[config.mk]
export PLATFORM = sky130hd
export DESIGN_NAME = morse_character_encoder_top
export DESIGN_NICKNAME = d
export VERILOG_FILES = /design/src/design/mce_pkg.sv /design/src/design/morse_character_encoder_top.sv /design/src/design/mce_front.sv /design/src/design/mce_queue.sv /design/src/design/mce_back.sv
export VERILOG_INCLUDE_DIRS = /design/src /design/src/design
export SDC_FILE = /design/constraint.sdc
export NUM_CORES = 1
export LEC_CHECK = 0
export ABC_AREA = 1
export BUFFER_PORTS_ARGS = -buffer_cell sky130_fd_sc_hd__buf_2
export CORE_UTILIZATION = 46
export DETAILED_ROUTE_END_ITERATION = 10
export MAX_ROUTING_LAYER = met4
export PLACE_DENSITY = 0.67
export SYNTH_ARGS = -nofsm -noshare
export SYNTH_HDL_FRONTEND = slang
export SYNTH_SLANG_ARGS = --single-unit
[constraint.sdc]
create_clock -name clock -period 2.6 [get_ports clock]
set_input_delay 0.52 -clock clock [delete_from_list [all_inputs] [get_ports clock]]
set_output_delay 0.52 -clock clock [all_outputs]
set_load 0.01 [all_outputs]
[src/design/morse_character_encoder_top_assert.svh]
// Assertion macros for the Morse character encoder.
`ifndef MORSE_CHARACTER_ENCODER_TOP_ASSERT_SVH
`define MORSE_CHARACTER_ENCODER_TOP_ASSERT_SVH

// Same-cycle implication, disabled during reset.
`define MCE_ASSERT_SAME(label, clk, rst, ante, cons) \
   label: assert property (@(posedge clk) disable iff (rst) (ante) |-> (cons)) \
      else $error("mce same-cycle check failed");

// Next-cycle implication, disabled during reset.
`define MCE_ASSERT_NEXT(label, clk, rst, ante, cons) \
   label: assert property (@(posedge clk) disable iff (rst) (ante) |=> (cons)) \
      else $error("mce next-cycle check failed");

`endif

[src/design/mce_pkg.sv]
// Shared types, constants and character ROM for the Morse character encoder.
`default_nettype none

package mce_pkg;

   localparam int TickW    = 16;
   localparam int ToneW    = 18;
   localparam int CharW    = 8;
   localparam int RomAddrW = 7;
   localparam int RomW     = 9;
   localparam int ElemBitsW = 6;
   localparam int ElemIdxW = 3;
   localparam int CsrDataW = 32;
   localparam int CsrAddrW = 4;
   localparam int CsrIdxW  = 2;
   localparam int QueueDepth = 2;
   localparam int QPtrW    = $clog2(QueueDepth);
   localparam int QCntW    = $clog2(QueueDepth + 1);

   // Register indexes on the configuration port
   localparam logic [CsrIdxW-1:0] CsrBitTime   = 2'd0;
   localparam logic [CsrIdxW-1:0] CsrCharDelay = 2'd1;
   localparam logic [CsrIdxW-1:0] CsrWordDelay = 2'd2;

   localparam logic [TickW-1:0] BitTimeReset   = 16'd60;
   localparam logic [TickW-1:0] CharDelayReset = 16'd180;
   localparam logic [TickW-1:0] WordDelayReset = 16'd420;

   // Error signal: eight dits, so the last element index is seven
   localparam logic [ElemIdxW-1:0] ErrorLastIdx = 3'd7;

   typedef enum logic {
      BACK_IDLE,
      BACK_SEND
   } back_state_type;

   typedef struct packed {
      logic [ElemIdxW-1:0]  last_idx;
      logic [ElemBitsW-1:0] elem_bits;
      logic                 in_prosign;
      logic                 word_end;
   } cmd_type;

   typedef struct packed {
      logic full;
      logic empty;
   } queue_status_type;

   typedef struct packed {
      logic [TickW-1:0] dit_len;
      logic [TickW-1:0] letter_gap;
      logic [TickW-1:0] word_gap;
   } cfg_type;

   // Entry: count in [8:6], element bits in [5:0], dah = 1, sent LSB first
   localparam logic [RomW-1:0] MorseRom [0:127] = '{
      9'o000, 9'o000, 9'o000, 9'o000, 9'o000, 9'o000, 9'o000, 9'o000,
      9'o000, 9'o000, 9'o412, 9'o000, 9'o000, 9'o412, 9'o000, 9'o000,
      9'o000, 9'o000, 9'o000, 9'o000, 9'o000, 9'o000, 9'o000, 9'o000,
      9'o000, 9'o000, 9'o000, 9'o000, 9'o000, 9'o000, 9'o000, 9'o000,
      9'o000, 9'o665, 9'o622, 9'o000, 9'o000, 9'o000, 9'o502, 9'o636,
      9'o515, 9'o000, 9'o000, 9'o512, 9'o663, 9'o000, 9'o652, 9'o511,
      9'o537, 9'o536, 9'o534, 9'o530, 9'o520, 9'o500, 9'o501, 9'o503,
      9'o507, 9'o517, 9'o607, 9'o625, 9'o000, 9'o521, 9'o000, 9'o614,
      9'o000, 9'o202, 9'o401, 9'o405, 9'o301, 9'o100, 9'o404, 9'o303,
      9'o400, 9'o200, 9'o416, 9'o305, 9'o402, 9'o203, 9'o201, 9'o307,
      9'o406, 9'o413, 9'o302, 9'o300, 9'o101, 9'o304, 9'o410, 9'o306,
      9'o411, 9'o415, 9'o403, 9'o000, 9'o000, 9'o000, 9'o000, 9'o000,
      9'o000, 9'o202, 9'o401, 9'o405, 9'o301, 9'o100, 9'o404, 9'o303,
      9'o400, 9'o200, 9'o416, 9'o305, 9'o402, 9'o203, 9'o201, 9'o307,
      9'o406, 9'o413, 9'o302, 9'o300, 9'o101, 9'o304, 9'o410, 9'o306,
      9'o411, 9'o415, 9'o403, 9'o000, 9'o000, 9'o000, 9'o000, 9'o000
   };

endpackage

`default_nettype wire

[src/design/morse_character_encoder_top.sv]
// Top level of the Morse character encoder: register port, front end, queue, sequencer.
//
// Each accepted item is one text character; its low seven bits pick a ROM
// entry of up to six elements (a character with no code is sent as eight
// dits, the error signal). Every element leaves as one result item carrying
// the silence before it and its tone length (the dit length for a dit, three
// times the dit length for a dah), with last_element marking the final one.
// The silence is the dit length between elements, the letter gap after a
// character unless it is part of a prosign, and the word gap after a
// character that ends a word. The front end decodes the character in the
// cycle it is accepted and writes a command into a two-entry queue, so
// characters keep arriving while the sequencer works. The sequencer loads
// a command in its idle state and then emits one element per cycle while
// the result channel keeps up. The timing registers sit at byte addresses 0
// (dit length), 4 (letter gap) and 8 (word gap); change them only while no
// item is in flight.
`default_nettype none

module morse_character_encoder_top (
   input  logic        clock,
   input  logic        reset,
   // input channel
   input  logic        req_valid,
   output logic        req_ready,
   input  logic [7:0]  req_char_code,
   input  logic        req_in_prosign,
   input  logic        req_word_end,
   // result channel
   output logic        rsp_valid,
   input  logic        rsp_ready,
   output logic [15:0] rsp_gap_ticks,
   output logic [17:0] rsp_tone_ticks,
   output logic        rsp_is_dah,
   output logic        rsp_last_element,
   // register port
   input  logic        csr_psel,
   input  logic        csr_penable,
   input  logic        csr_pwrite,
   input  logic [3:0]  csr_paddr,
   input  logic [31:0] csr_pwdata,
   output logic [31:0] csr_prdata,
   output logic        csr_pready
);
   import mce_pkg::*;

   `include "morse_character_encoder_top_assert.svh"

   logic [TickW-1:0]   dit_len_ff, dit_len_in;
   logic [TickW-1:0]   letter_gap_ff, letter_gap_in;
   logic [TickW-1:0]   word_gap_ff, word_gap_in;
   logic               csr_write;
   logic [CsrIdxW-1:0] csr_idx;
   cfg_type            cfg;
   queue_status_type   q_status;
   cmd_type            push_cmd;
   cmd_type            pop_cmd;
   logic               q_push;
   logic               q_pop;

   // Register port: always ready, write on the access phase
   assign csr_pready = 1'b1;
   assign csr_write  = csr_psel && csr_penable && csr_pwrite;
   assign csr_idx    = csr_paddr[CsrAddrW-1:2];

   always_comb begin
      dit_len_in    = dit_len_ff;
      letter_gap_in = letter_gap_ff;
      word_gap_in   = word_gap_ff;
      if (csr_write) begin
         case (csr_idx)
            CsrBitTime:   dit_len_in    = csr_pwdata[TickW-1:0];
            CsrCharDelay: letter_gap_in = csr_pwdata[TickW-1:0];
            CsrWordDelay: word_gap_in   = csr_pwdata[TickW-1:0];
            default:      ; // drop writes to unmapped addresses
         endcase
      end
   end

   always_ff @(posedge clock) begin
      if (reset) begin
         dit_len_ff    <= BitTimeReset;
         letter_gap_ff <= CharDelayReset;
         word_gap_ff   <= WordDelayReset;
      end else begin
         dit_len_ff    <= dit_len_in;
         letter_gap_ff <= letter_gap_in;
         word_gap_ff   <= word_gap_in;
      end
   end

   // Read back, zero-extended; unmapped addresses read zero
   always_comb begin
      case (csr_idx)
         CsrBitTime:   csr_prdata = {{(CsrDataW-TickW){1'b0}}, dit_len_ff};
         CsrCharDelay: csr_prdata = {{(CsrDataW-TickW){1'b0}}, letter_gap_ff};
         CsrWordDelay: csr_prdata = {{(CsrDataW-TickW){1'b0}}, word_gap_ff};
         default:      csr_prdata = '0;
      endcase
   end

   assign cfg.dit_len    = dit_len_ff;
   assign cfg.letter_gap = letter_gap_ff;
   assign cfg.word_gap   = word_gap_ff;

   // Front end: decode the character and push a command
   mce_front u_front (
      .req_valid      (req_valid),
      .req_ready      (req_ready),
      .req_char_code  (req_char_code),
      .req_in_prosign (req_in_prosign),
      .req_word_end   (req_word_end),
      .q_status       (q_status),
      .push           (q_push),
      .push_cmd       (push_cmd)
   );

   // Hold decoded commands until the sequencer is free
   mce_queue u_queue (
      .clock    (clock),
      .reset    (reset),
      .push     (q_push),
      .push_cmd (push_cmd),
      .pop      (q_pop),
      .pop_cmd  (pop_cmd),
      .q_status (q_status)
   );

   // Back end: advance through elements, track the pending gap
   mce_back u_back (
      .clock            (clock),
      .reset            (reset),
      .cfg              (cfg),
      .q_status         (q_status),
      .pop_cmd          (pop_cmd),
      .pop              (q_pop),
      .rsp_valid        (rsp_valid),
      .rsp_ready        (rsp_ready),
      .rsp_gap_ticks    (rsp_gap_ticks),
      .rsp_tone_ticks   (rsp_tone_ticks),
      .rsp_is_dah       (rsp_is_dah),
      .rsp_last_element (rsp_last_element)
   );

   // Never push into a full queue, never pop an empty one
   `MCE_ASSERT_SAME(a_no_push_full, clock, reset, q_push, !q_status.full)
   `MCE_ASSERT_SAME(a_no_pop_empty, clock, reset, q_pop, !q_status.empty)
   // An accepted item with nothing leaving must show up in the queue
   `MCE_ASSERT_NEXT(a_push_lands, clock, reset, q_push && !q_pop, !q_status.empty)

endmodule

`default_nettype wire

[src/design/mce_front.sv]
// Front end: accepts characters, looks them up in the ROM and builds commands.
`default_nettype none

module mce_front (
   input  logic                       req_valid,
   output logic                       req_ready,
   input  logic [7:0]                 req_char_code,
   input  logic                       req_in_prosign,
   input  logic                       req_word_end,
   input  mce_pkg::queue_status_type  q_status,
   output logic                       push,
   output mce_pkg::cmd_type           push_cmd
);
   import mce_pkg::*;

   logic [RomW-1:0]     rom_entry;
   logic [ElemIdxW-1:0] elem_count;

   assign rom_entry  = MorseRom[req_char_code[RomAddrW-1:0]];
   assign elem_count = rom_entry[RomW-1:ElemBitsW];

   assign req_ready = !q_status.full;
   assign push      = req_valid && req_ready;

   always_comb begin
      // zero count means the error signal
      push_cmd.last_idx   = (elem_count == '0) ? ErrorLastIdx : elem_count - 1'b1;
      push_cmd.elem_bits  = rom_entry[ElemBitsW-1:0];
      push_cmd.in_prosign = req_in_prosign;
      push_cmd.word_end   = req_word_end;
   end

endmodule

`default_nettype wire

[src/design/mce_queue.sv]
// Short command queue between the front end and the element sequencer.
`default_nettype none

module mce_queue (
   input  logic                       clock,
   input  logic                       reset,
   input  logic                       push,
   input  mce_pkg::cmd_type           push_cmd,
   input  logic                       pop,
   output mce_pkg::cmd_type           pop_cmd,
   output mce_pkg::queue_status_type  q_status
);
   import mce_pkg::*;

   cmd_type          slot_ff [QueueDepth];
   logic [QPtrW-1:0] wr_ptr_ff, wr_ptr_in;
   logic [QPtrW-1:0] rd_ptr_ff, rd_ptr_in;
   logic [QCntW-1:0] fill_ff, fill_in;

   assign q_status.full  = (fill_ff == QCntW'(QueueDepth));
   assign q_status.empty = (fill_ff == '0);
   assign pop_cmd        = slot_ff[rd_ptr_ff];

   always_comb begin
      wr_ptr_in = push ? wr_ptr_ff + 1'b1 : wr_ptr_ff;
      rd_ptr_in = pop  ? rd_ptr_ff + 1'b1 : rd_ptr_ff;
      fill_in   = fill_ff;
      if (push && !pop) begin
         fill_in = fill_ff + 1'b1;
      end else if (pop && !push) begin
         fill_in = fill_ff - 1'b1;
      end
   end

   always_ff @(posedge clock) begin
      if (reset) begin
         wr_ptr_ff <= '0;
         rd_ptr_ff <= '0;
         fill_ff   <= '0;
      end else begin
         wr_ptr_ff <= wr_ptr_in;
         rd_ptr_ff <= rd_ptr_in;
         fill_ff   <= fill_in;
      end
   end

   always_ff @(posedge clock) begin
      if (push) begin
         slot_ff[wr_ptr_ff] <= push_cmd;
      end
   end

endmodule

`default_nettype wire

[src/design/mce_back.sv]
// Back end: steps through the elements of one character and emits results.
`default_nettype none

module mce_back (
   input  logic                       clock,
   input  logic                       reset,
   input  mce_pkg::cfg_type           cfg,
   input  mce_pkg::queue_status_type  q_status,
   input  mce_pkg::cmd_type           pop_cmd,
   output logic                       pop,
   output logic                       rsp_valid,
   input  logic                       rsp_ready,
   output logic [15:0]                rsp_gap_ticks,
   output logic [17:0]                rsp_tone_ticks,
   output logic                       rsp_is_dah,
   output logic                       rsp_last_element
);
   import mce_pkg::*;

   back_state_type       state_ff, state_in;
   cmd_type              cmd_ff, cmd_in;
   logic [ElemIdxW-1:0]  elem_ff, elem_in;
   logic [TickW-1:0]     gap_ff, gap_in;
   logic                 rsp_valid_ff, rsp_valid_in;
   logic [TickW-1:0]     rsp_gap_ff, rsp_gap_in;
   logic [ToneW-1:0]     rsp_tone_ff, rsp_tone_in;
   logic                 rsp_dah_ff, rsp_dah_in;
   logic                 rsp_last_ff, rsp_last_in;
   logic                 out_free;
   logic                 is_last;
   logic [ToneW-1:0]     dit_tone;
   logic [ToneW-1:0]     dah_tone;

   assign out_free = !rsp_valid_ff || rsp_ready;
   assign is_last  = (elem_ff == cmd_ff.last_idx);
   assign dit_tone = {2'b00, cfg.dit_len};
   assign dah_tone = {2'b00, cfg.dit_len} + {1'b0, cfg.dit_len, 1'b0};

   always_comb begin
      state_in     = state_ff;
      cmd_in       = cmd_ff;
      elem_in      = elem_ff;
      gap_in       = gap_ff;
      pop          = 1'b0;
      rsp_valid_in = rsp_valid_ff && !rsp_ready;
      rsp_gap_in   = rsp_gap_ff;
      rsp_tone_in  = rsp_tone_ff;
      rsp_dah_in   = rsp_dah_ff;
      rsp_last_in  = rsp_last_ff;
      case (state_ff)
         BACK_IDLE: begin
            if (!q_status.empty) begin
               pop      = 1'b1;
               cmd_in   = pop_cmd;
               elem_in  = '0;
               state_in = BACK_SEND;
            end
         end
         BACK_SEND: begin
            if (out_free) begin
               rsp_valid_in = 1'b1;
               rsp_gap_in   = gap_ff;
               rsp_dah_in   = cmd_ff.elem_bits[0];
               rsp_tone_in  = cmd_ff.elem_bits[0] ? dah_tone : dit_tone;
               rsp_last_in  = is_last;
               cmd_in.elem_bits = cmd_ff.elem_bits >> 1;
               elem_in      = elem_ff + 1'b1;
               gap_in       = cfg.dit_len;
               if (is_last) begin
                  if (!cmd_ff.in_prosign) begin
                     gap_in = cfg.letter_gap;
                  end
                  if (cmd_ff.word_end) begin
                     gap_in = cfg.word_gap;
                  end
                  state_in = BACK_IDLE;
               end
            end
         end
         default: begin
            state_in = BACK_IDLE;
         end
      endcase
   end

   always_ff @(posedge clock) begin
      if (reset) begin
         state_ff     <= BACK_IDLE;
         elem_ff      <= '0;
         gap_ff       <= '0;
         rsp_valid_ff <= 1'b0;
      end else begin
         state_ff     <= state_in;
         elem_ff      <= elem_in;
         gap_ff       <= gap_in;
         rsp_valid_ff <= rsp_valid_in;
      end
   end

   always_ff @(posedge clock) begin
      cmd_ff      <= cmd_in;
      rsp_gap_ff  <= rsp_gap_in;
      rsp_tone_ff <= rsp_tone_in;
      rsp_dah_ff  <= rsp_dah_in;
      rsp_last_ff <= rsp_last_in;
   end

   assign rsp_valid        = rsp_valid_ff;
   assign rsp_gap_ticks    = rsp_gap_ff;
   assign rsp_tone_ticks   = rsp_tone_ff;
   assign rsp_is_dah       = rsp_dah_ff;
   assign rsp_last_element = rsp_last_ff;

endmodule

`default_nettype wire
[Word level (Yosys, flattened, before mapping)]
Memories as Yosys holds them, arrays and structs flattened. A register that Yosys moved wholly into a read port is not among the register bits.
Index checks and enable logic that the tools add are counted.
Word-level totals
  flip-flop bits (word level): 120
  bits in writable memories: 22
  memory bits (read-only): 1152
  input port bits: 53
  logic and storage cells: 87
  memories: 2
Memories
  (name not given): words 128, bits a word 9, read ports 1, clocked after Yosys merged registers in 0, wr ports 0, RTL line mce_front.sv:19  | assign rom_entry = MorseRom[req_char_code[RomAddrW-1:0]];
  u_queue.slot_ff: words 2, bits a word 11, read ports 1, clocked after Yosys merged registers in 1, wr ports 1, RTL line mce_queue.sv:15  | cmd_type slot_ff [QueueDepth];
Operators by class
  add/subtract/negate cells: 7
  $lt $le $gt $ge: 1
  equal/unequal tests: 6
  multiplexer cells: 27
  bitwise operators: 3
  reduce and logical (&&, ||, !) cells: 22
Operator list (number)
  16-bit 2-to-1 mux: 4
  16-bit case mux with 3 select lines: 1
  16-bit by 17-bit adder with 18-bit output: 1
  9-bit 2-to-1 mux: 2
  6-bit case mux with 2 select lines: 1
  2-bit AND reduction: 6
  1-bit 2-to-1 mux: 10
  3-bit 2-to-1 mux: 3
  8-bit >= comparator (second input constant): 1
  8-bit 2-to-1 mux: 1
  7-bit NOT with 8-bit output: 1
  1-bit logical AND: 6
  6-bit 2-to-1 mux: 1
  3-bit case mux with 2 select lines: 1
  1-bit logical NOT: 5
  2-bit == test (second input constant): 2
  2-bit logical NOT: 2
  2-bit 2-to-1 mux: 2
  2-bit inequality test (second input constant): 2
  3-bit by 1-bit adder with 3-bit output (second input constant): 1
  3-bit == test: 1
  3-bit logical NOT: 1
  3-bit by 1-bit subtractor with 3-bit output (second input constant): 1
  1-bit adder (second input constant): 2
  7 further kinds: 8

[Longest topological paths before layout]
  depth after elaboration: 7
  mapped depth: 14
  mapped depth without buffers: 14

[Modules after synthesis]
A second synthesis with hierarchy kept.
Unflattened totals
  cell total of the unflattened synthesis: 1124
  area total of the unflattened synthesis: 8361.8 um2
Modules (own cells, without submodules)
  mce_back: instances 1, cells each 507, area an instance 3928.8 um2, sequential area each 1831.8 um2
  morse_character_encoder_top: instances 1, cells each 365, area an instance 2397.3 um2, sequential area each 960.9 um2
  mce_queue: instances 1, cells each 67, area an instance 1024.7 um2, sequential area each 760.7 um2
  mce_front: instances 1, cells each 185, area an instance 1011.0 um2, sequential area each 0.0 um2

[Worst setup path before layout]
OpenSTA, ideal clock, no wires.
  path type: input-to-reg
  from: input port req_char_code[1]
  to: memory u_queue.slot_ff[0][10] (netlist name) (data pin)
  data arrival time: 2017 ps
  required time: 2348 ps
  path slack: 331 ps
  cell stages on the path: 12
  buffers on the path: 0
  cell sequence: inv_1 > ha_1 > or2_2 > nand3_1 > o21ai_0 > nand2_1 > nand3_1 > nand2_1 > inv_1 > ha_1 > ha_1 > inv_1
RTL lines
  start: declaration: RTL line morse_character_encoder_top.sv:25  | input logic [7:0] req_char_code,
  end: declaration: RTL line mce_queue.sv:15

==> impl_results.md <==
- HPWL Detailed: roughly 14 mm
- Worst Setup Path Type: input port to flip-flop
- Crit-path max FO: 4
- WP data arrival: 2.24 ns
- CP endpoint kind: flip-flop
- Fmax: 0.4830 GHz
- Combinational share of power: 0.271
- Synth area leader: edfxtp_1
- Final setup fails: 0
- Hold WS: approximately 0.29 ns
- Clk Latency, worst-skew pair: between 0.4 and 0.5 ns
- Share of post-route cells with drive strength above 1: 0.1462
- Synth Cell Area: approximately 8000 um2
- Die Area: 17600 um2
- Hold Path Depth: 1
- Vias in the first global route: between 6000 and 7000
- Least-Margin Pin Slew: between 0.5 and 0.6 ns
- Area Growth Syn to Fin: 14.98%
- Hold wc startpoint: req_in_prosign
- CP bufs+invs: 4
- First-pass GRT wire length: about 32 mm
- Largest net degree at the start of global routing: 49
- Antenna Violating Nets Remaining: 0
- Gr usage total: 0.2409
- Yosys reg bits: ~140
- Period minus WS final: 2.070 ns
- Cell Rows: 47
- Fin crit share: 0.7963
- Int Pwr: 0.005036 W
- Most frequent cells in the layout: nand2_1 (296), inv_1 (104), buf_2 (87), o21ai_0 (78), dfxtp_1 (74)
- Pwr Density: between 800 and 900 nW/um2
- Flop2flop setup slack: between 0.5 and 0.6 ns
- Die width: 132.7 um
- CTS Sinks: 143
- Fin. Hold Viols: 0
- Maximum VDD drop: roughly 0.64 mV
- Reg2reg start: dit_len_ff[1]
- Leakage dissipation: a little over 4 nW
- Crit-path max cell delay: around 0.30 ns
- Synth top area share: 0.2639
- Switching part of the total: 0.3347
- Placer Congestion: between 0.9 and 1
- Hold Crit Endpoint: u_queue.slot_ff[1][1]
- Initial Utilization: 0.4718
- Met1 GRT Util: 0.3293
- Root buf cell: clkbuf_16
- I/O Buffers: 87
- Postcts setup bufs: 0
- Worst hold path class: input port to flip-flop
- Sequential share of the synthesized area: 0.4525
- TritonRoute pass-1 iters: 5
- Vias: just under 7000
- RSZ-0062 raised after global routing: no
- Status: finished clean
- CP Data Required Time: between 2 and 3 ns
- Reg2Reg Depth: 8
- Final wirelength: roughly 20 mm
- Setup TNS: 0 ns
- Post-synthesis cell count: 1009
- Commonest non-fill, non-tap cell in the layout: nand2_1
- Synth area leaders: edfxtp_1 (26%), dfxtp_1 (19%), nand2_1 (14%)
- Yosys cell types: between 40 and 50
- Hold_buf cts: 0
- Grt ovf: 0
- NetSw: 0.002533 W
- H-tree levels: 4
- Family with the most delay on the worst path: simple AND/OR/NAND/NOR gates
- CTS tree: yes
- Layout Nets: ~1200
- # resized after CTS: 0
- Met3 Use GR: 0.03870
- Max Root-Sink Buffers: 2
- Pins Over Slew Limit: 0
- DRC Markers: 0
- Ports: 124
- Fin Clk Skew: 0.008075 ns
- Initial antenna violation count: 0
- CP max-delay cell: or2_2
- Ant diodes: 0
- Clock Pin Slew Worst Setup and Hold Paths: 0.06 ns
- Core area: approximately 17000 um2
- Slew headroom: 0.6546
- Max cap viols: 0
- Worst setup SP type: input port
- Routed len/inst: ~15 um
- Clock power frac: 0.314
- Share of power burned in registers: 0.415
- Avg Vias per Cell: between 5 and 6
- Syn avg cell area: 7.782 um2
- DRT iter0 DRCs: around 550
- Total CTS buffers: 17
- R2r endpoint: u_back.rsp_tone_ticks[17]
- Cell chain of the critical path: buf_2 > inv_1 > ha_1 > or2_2 > nand3_1 > o21ai_0 > nand2_1 > nand3_1 > nand2_1 > inv_1 > ha_1 > ha_1 > inv_1 > nand2_1
- Most Crowded Layer GR: met2
- Yosys warns: 0
- GR Util met2: 0.3664
- Die height: 132.7 um
==> registers in the layout, summed over array words and instances, names as in the netlist, named ones only <==
signal                   cells
u_back.rsp_valid             1
u_back.cmd_ff               11
u_queue.slot_ff             22
u_queue.fill_ff              2
dit_len_ff                  16
u_back.state_ff              1
word_gap_ff                 16
u_back.gap_ff               16
u_back.elem_ff               3
u_back.rsp_gap_ticks        16
u_back.rsp_tone_ticks       18
u_queue.wr_ptr_ff            1
letter_gap_ff               16
u_back.rsp_is_dah            1
u_queue.rd_ptr_ff            1
u_back.rsp_last_element      1
==> logic make-up after synthesis <==
family	Yosys count	share of synthesized area
AO/OA/AOI/OAI	194	0.1404
XOR/XNOR	8	0.008923
adder cells (fa/ha/maj)	35	0.05672
buffers and inverters	171	0.09895
flip-flops	143	0.4525
other	2	0.0009564
AND/OR/NAND/NOR	456	0.2416
==> worst max-delay path by stage <==
stage | from | endpoint | slack, ns | cells past startpoint
2_1_floorplan | req_char_code[1] | u_queue.slot_ff[0][10] | 0.33 | 12
3_3_place_gp | req_char_code[0] | u_queue.slot_ff[0][8] | 0.13 | 14
3_5_place_dp | req_char_code[0] | u_queue.slot_ff[0][8] | 0.11 | 14
4_1_cts | req_char_code[0] | u_queue.slot_ff[1][8] | 0.53 | 14
5_1_grt | req_char_code[0] | u_queue.slot_ff[0][8] | 0.39 | 14
6_report | req_char_code[0] | u_queue.slot_ff[0][8] | 0.53 | 14
==> synth_stat cells (all sizes together) <==
| cell | number |
|---|---|
| nand2 | 299 |
| inv | 112 |
| o21ai | 84 |
| nand3 | 75 |
| dfxtp | 74 |
| nor2 | 70 |
| edfxtp | 69 |
| a21oi | 66 |
| buf | 41 |
| ha | 34 |
| o221ai | 18 |
| clkbuf | 17 |
| o211ai | 12 |
| xnor2 | 6 |
| o31ai | 5 |
| o22ai | 4 |
| and3 | 3 |
| a22oi | 2 |
| conb | 2 |
| nand3b | 2 |
| nand4 | 2 |
| nor3 | 2 |
| or2 | 2 |
| xor2 | 2 |
| a21o | 1 |
| a31oi | 1 |
| clkinv | 1 |
| fa | 1 |
| nor4 | 1 |
| o2111ai | 1 |
==> final cells by class <==
cell class,count,area (um2)
Fill cell,1568,7614
Multi-Input combinational cell,710,3578
Sequential cell,143,3553
Timing Repair Buffer,110,620.6
Clock buffer,21,460.4
Inverter,113,426.7
Tap cell,220,275.3
Clock inverter,11,113.9
==> routing by layer <==
layer	up-vias	wire (um)
met1	3159	9509
li1	3492	-
met2	239	8977
met5	-	0
met3	22	1041
met4	0	242
==> power by group through the flow <==
stage | clock network (W) | registers [W] | logic [W]
after floorplan | 0 | 0.00320 | 0.00133
after global placement | 0 | 0.00318 | 0.00202
after detailed placement | 0 | 0.00319 | 0.00204
after CTS | 0.00239 | 0.00315 | 0.00206
after global routing | 0.00250 | 0.00319 | 0.00229
final | 0.00237 | 0.00314 | 0.00205
==> stage by stage <==
| stage | total power (W) | instances | cell area (um2) | setup slack [ns] | util |
|---|---|---|---|---|---|
| floorplan | 0.004534 | 1024 | 7909 | 0.3311 | - |
| global placement | 0.005192 | 1296 | 8454 | 0.1323 | 0.5080 |
| detailed placement | 0.005224 | 1296 | 8454 | 0.1088 | 0.5080 |
| CTS | 0.007594 | 1328 | 9029 | 0.5267 | 0.5425 |
| global route | 0.007968 | 1328 | 9029 | 0.3874 | 0.5425 |
| finish | 0.007569 | 1328 | 9029 | 0.5297 | 0.5425 |
Power figures use the tool's default switching activity.
